<file path="src/design/xnor_popcount_binary_conv_assert.svh">
// Assertion macros shared by the binary convolution block.
`ifndef XNOR_POPCOUNT_BINARY_CONV_ASSERT_SVH
`define XNOR_POPCOUNT_BINARY_CONV_ASSERT_SVH

// Check that cons holds in the same cycle as ante.
`define XPBC_ASSERT_NOW(lbl, ante, cons) \
    lbl: assert property (@(posedge clk) disable iff (!rst_n) (ante) |-> (cons)) \
        else $error("xpbc: same-cycle check failed");

// Check that cons holds in the cycle after ante.
`define XPBC_ASSERT_NEXT(lbl, ante, cons) \
    lbl: assert property (@(posedge clk) disable iff (!rst_n) (ante) |=> (cons)) \
        else $error("xpbc: next-cycle check failed");

`endif

</file>
<file path="src/design/xpbc_pkg.sv">
package xpbc_pkg;

    // Fixed widths of the ports
    localparam int ADDR_W    = 10;
    localparam int DATA_W    = 32;
    localparam int POS_W     = 5;
    localparam int CH_W      = 4;
    localparam int CFG_W     = 5;
    localparam int CFG_IDX_W = 3;

    // Lane arithmetic: bits consumed per shift step and sum width
    localparam int DIGIT   = 8;
    localparam int SUM_W   = 11;
    localparam int SUM_MAX = 2047;

    typedef enum logic [1:0] {
        FUNC_LOAD_ACT = 2'd0,
        FUNC_LOAD_WGT = 2'd1,
        FUNC_COMPUTE  = 2'd2
    } func_t;

    typedef enum logic [CFG_IDX_W-1:0] {
        CFG_IN_HEIGHT = 3'd0,
        CFG_IN_WIDTH  = 3'd1,
        CFG_KERNEL_H  = 3'd2,
        CFG_KERNEL_W  = 3'd3,
        CFG_STRIDE_H  = 3'd4,
        CFG_STRIDE_W  = 3'd5,
        CFG_PAD_H     = 3'd6,
        CFG_PAD_W     = 3'd7
    } cfg_idx_t;

    typedef enum logic [2:0] {
        ST_IDLE,
        ST_WLOAD,
        ST_SCAN,
        ST_LOAD,
        ST_SHIFT,
        ST_EMIT
    } state_t;

    // Controls from the sequencer to every channel lane
    typedef struct packed {
        logic clear;
        logic load;
        logic shift;
    } lane_ctl_t;

endpackage

</file>
<file path="src/design/xpbc_lane.sv">
module xpbc_lane #(
    parameter int WORD_BITS = 32
) (
    input  logic                        clk,
    input  xpbc_pkg::lane_ctl_t         ctl,
    input  logic [WORD_BITS-1:0]        act_word,
    input  logic [WORD_BITS-1:0]        wgt_word,
    output logic [xpbc_pkg::SUM_W-1:0]  acc
);

    localparam int NDIG = (WORD_BITS + xpbc_pkg::DIGIT - 1) / xpbc_pkg::DIGIT;
    localparam int SHW  = NDIG * xpbc_pkg::DIGIT;
    localparam int PC_W = $clog2(xpbc_pkg::DIGIT + 1);

    logic [SHW-1:0]                bits_reg, bits_next;
    logic [xpbc_pkg::SUM_W-1:0]    acc_reg, acc_next;
    logic [WORD_BITS-1:0]          xnor_word;
    logic [PC_W-1:0]               digit_count;
    logic [xpbc_pkg::SUM_W:0]      sum_wide;

    function automatic logic [PC_W-1:0] digit_ones(input logic [xpbc_pkg::DIGIT-1:0] d);
        logic [PC_W-1:0] n;
        n = '0;
        for (int i = 0; i < xpbc_pkg::DIGIT; i++)
        begin
            n = n + PC_W'(d[i]);
        end
        return n;
    endfunction

    assign xnor_word   = ~(act_word ^ wgt_word);
    assign digit_count = digit_ones(bits_reg[xpbc_pkg::DIGIT-1:0]);
    assign sum_wide    = {1'b0, acc_reg} + (xpbc_pkg::SUM_W + 1)'(digit_count);

    // Clear the sum, load matching bits, then consume one digit per cycle while shift is high into the saturating sum
    always_comb
    begin
        bits_next = bits_reg;
        acc_next  = acc_reg;
        if (ctl.clear)
        begin
            acc_next = '0;
        end
        if (ctl.load)
        begin
            bits_next = SHW'(xnor_word);
        end
        if (ctl.shift)
        begin
            bits_next = bits_reg >> xpbc_pkg::DIGIT;
            if (32'(sum_wide) > xpbc_pkg::SUM_MAX)
            begin
                acc_next = xpbc_pkg::SUM_W'(xpbc_pkg::SUM_MAX);
            end
            else
            begin
                acc_next = sum_wide[xpbc_pkg::SUM_W-1:0];
            end
        end
    end

    always_ff @(posedge clk)
    begin
        bits_reg <= bits_next;
        acc_reg  <= acc_next;
    end

    assign acc = acc_reg;

endmodule

</file>
<file path="config.mk">
export PLATFORM = sky130hd
export DESIGN_NAME = xpbc_lane
export DESIGN_NICKNAME = d
export VERILOG_FILES = /design/src/design/xnor_popcount_binary_conv_assert.svh /design/src/design/xpbc_pkg.sv /design/src/design/xpbc_lane.sv
export SDC_FILE = /design/constraint.sdc
export NUM_CORES = 1
export LEC_CHECK = 0
export ABC_CLOCK_PERIOD_IN_PS = 5050
export BUFFER_PORTS_ARGS = -buffer_cell sky130_fd_sc_hd__buf_4
export CAP_MARGIN = 5
export CORE_ASPECT_RATIO = 1.1
export CORE_MARGIN = 10
export CORE_UTILIZATION = 51
export CTS_CLUSTER_SIZE = 40
export DETAILED_ROUTE_END_ITERATION = 12
export GPL_TIMING_DRIVEN = 0
export PLACE_DENSITY = 0.8
export SYNTH_ARGS = -nofsm -noshare
export SYNTH_HDL_FRONTEND = slang
export SYNTH_SLANG_ARGS = --single-unit
</file>
<file path="constraint.sdc">
create_clock -name clk -period 5.05 [get_ports clk]
set_clock_uncertainty 0.05 [all_clocks]
set_input_delay 0.2525 -clock clk [delete_from_list [all_inputs] [get_ports clk]]
set_output_delay 0.2525 -clock clk [all_outputs]
set_load 0.05 [all_outputs]
</file>
==> run summary <==
critical path arrival: 3.87 ns
count of final setup violators: 0
crit path cell chain: fa_1 > inv_1 > fa_1 > fa_1 > fa_1 > fa_1 > nand2b_1 > a211oi_2 > xnor2_1 > a21oi_1
Post CTS Setup Buffer Count: 0
post-synthesis sequential area ratio: 0.4985
post-place setup slack: 1.152 ns
synth unique cells: 35
die area: 7928 sq um
reg-to-reg startpoint: acc[0]$_SDFFCE_PN0P_
outcome: finished clean
sequential share of power: 0.397
max FFs per register: 32
gp weighted congestion: 0.8478
largest family of logic cells by synthesized area: compound AO/OA/AOI/OAI gates
Worst-Margin Slew: 0.5302 ns
Wirelength per Cell: 13.92 um
most frequent cells in the layout: 76 x buf_4, 35 x edfxtp_1, 28 x nand2_1
first-pass GRT wire length: 8521 um
Layout Nets: 386
synthesized area: 2430 sq um
sw frac: 0.3568
Setup TNS: 0 ns
simple-gate share of the synthesized area: 0.08960
Worst path slowest cell: fa_1
input/output buffers: 76
final hold violation count: 0
critical path capture point type: flip-flop
end of the critical path: acc[8]$_SDFFCE_PN0P_
Tot GR Track Use: 0.1315
n_diodes: 0
Gate power share: 0.417
leak pwr: 1.380 nW
startpoint types: flip-flop
clock buffer depth: 2
antenna-violating nets left: 0
Post-Syn Area per Cell: 10.85 sq um
Critical Path Source: acc[0]$_SDFFCE_PN0P_
post-synthesis instance total: 224
drt initial violations: 139
PD cells: 382.0 nW/um^2
Synth Area in Compound Gates: 0.1401
count of flip-flops with a built-in enable after synthesis: 35
Synth Area in Adders: 0.07209
share of cells above drive strength 1: 0.3052
area of the multi-input gates: 1130 sq um
top cells by area, synth: edfxtp_1 43%, xor2_1 9.0%, dfxtp_1 6.6%, o21ai_0 5.6%, nand2_1 4.3%
Vias/cell: 5.096
vias in the first global route: 1915
GRT overflow: 0
Most Frequent Cell on Critical Path: fa_1
die extent in x: 85.81 um
post-route setup slack: 1.169 ns
worst path bufs/invs: 1
largest net degree at the start of global routing: 25
die height: 92.40 um
Internal Power: 0.7768 mW
final WL: 5068 um
post-synthesis mux area share: 0.03708
Post-CTS Hold Buffers: 0
clock insertion delay at the later pin of the skew report: 0.30 ns
Core ar.: 4619 sq um
critical path depth in cells: 10
cts bufs inserted: 5
Clock Sink Count: 43
Worst slew margin: 0.6465
initial antenna violation count: 0
commonest register cell after synthesis: edfxtp_1
DR vias: 1855
clock root cell: clkbuf_8
Reg clk slew, reported paths: 0.08 ns
top-area cell type share of the netlist area: 0.4325
Tmin final: 3.881 ns
Mapped Nets: 303
Filler Cell Count: 355
commonest non-fill, non-tap cell in the layout: buf_4
Max Cap Violations: 0
Max FO, Critical Path: 3
yosys warns: 0
reg2reg path depth: 10
clock share of power: 0.186
Initial Util: 0.5260
Worst Path Required: 5.04 ns
Resized cells post-CTS: 0
xor-xnor portion of the synthesized cell area: 0.1262
Max stage delay on crit path: 0.55 ns
Async SR Flop Fraction: 0
cell taking the most area after synthesis: edfxtp_1
Post-DP HPWL: 4156 um
TritonRoute pass-1 iters: 4
worst min-delay path class: in -> reg
Reg-to-Reg End: acc[8]$_SDFFCE_PN0P_
register bit count reported by yosys: 43
Worst IR Drop VDD: 0.0001664 V
Layout area overhead: 30.12%
fin crit share: 0.7686
RSZ-0062 raised after global routing: no
critical setup path kind: reg -> reg
Reg area: 1211 sq um
H-tree Lvls: 2
fmax: 0.2576 GHz
Site Rows: 26
Net Switching: 0.4309 mW
I/O pins: 79
r2r setup slk: 1.17 ns
Slew Limit Fails: 0
TritonCTS clock tree: yes
cell family with most CP delay: adder cells
DRC Markers: 0
Fin Hold WS: 0.2434 ns
[final cells by class]
type	instances	area share
inverters	14	0.01662
well taps	56	0.02216
multi-input cells	158	0.3573
clock buffers	7	0.02731
repair buffers	76	0.1805
clock inverters	1	0.001583
plain buffers	9	0.01148
flip-flops and latches	43	0.3831
[routing by layer]
metal,track usage,wire [um],up-vias
met5,0,0,-
met4,0.04121,66,0
met3,0.05784,455,6
met2,0.2250,2556,62
met1,0.1423,1989,838
li1,-,-,949
[synthesized netlist by cell type (3+ instances only)]
cell       n
o21ai_0   27
fa_1       5
a21oi_1    8
mux2i_1    9
nand3_1    3
edfxtp_1  35
nor2_1    12
a31oi_1    4
nand2_1   28
ha_1       6
xnor2_1   10
xor2_1    25
dfxtp_1    8
inv_1     13
clkbuf_1   7
[through the flow]
stage               power [mW]  instance area [sq um]  instances    util
floorplan               0.8472                   2430        224       -
global placement        0.9758                   3070        356  0.6647
detailed placement       1.001                   3070        356  0.6647
CTS                      1.222                   3162        364  0.6845
global route             1.303                   3162        364  0.6845
finish                   1.208                   3162        364  0.6845
[power by group through the flow]
stage	Sequential [mW]	Clock (mW)	Combinational [mW]
6_report	0.480	0.224	0.504
5_1_grt	0.486	0.245	0.573
4_1_cts	0.481	0.227	0.514
3_5_place_dp	0.489	0	0.512
3_3_place_gp	0.486	0	0.490
2_1_floorplan	0.563	0	0.285
[worst register-to-register path: stages (launching register included)]
cell and delay [ns]:
edfxtp_1 0.43, fa_1 0.55, inv_1 0.05, fa_1 0.50, fa_1 0.45, fa_1 0.43, fa_1 0.41, nand2b_1 0.22
a211oi_2 0.29, xnor2_1 0.16, a21oi_1 0.09
[worst min path at each step]
stage,slack (ns),cells past startpoint,startpoint,endpoint
final,0.24,4,act_word[25],bits_reg[25]$_SDFFE_PP0P_
after CTS,0.24,4,act_word[27],bits_reg[27]$_SDFFE_PP0P_
after floorplan,0.41,2,bits_reg[24]$_SDFFE_PP0P_,bits_reg[24]$_SDFFE_PP0P_
after detailed placement,0.43,2,bits_reg[27]$_SDFFE_PP0P_,bits_reg[27]$_SDFFE_PP0P_
after global routing,0.24,4,act_word[30],bits_reg[30]$_SDFFE_PP0P_
after global placement,0.42,2,bits_reg[28]$_SDFFE_PP0P_,bits_reg[28]$_SDFFE_PP0P_
[kinds of logic (layout without fill, tap and decap cells)]
| group | after synthesis | in the layout |
|---|---|---|
| AOI/OAI and AO/OA | 52 | 52 |
| xor gates and xnor gates | 35 | 35 |
| and+or+nand+nor | 51 | 51 |
| DFF | 43 | 43 |
| adders and majority gates | 11 | 11 |
| muxes | 9 | 9 |
| buffers and inverters | 23 | 107 |
Power figures use the tool's default switching activity.
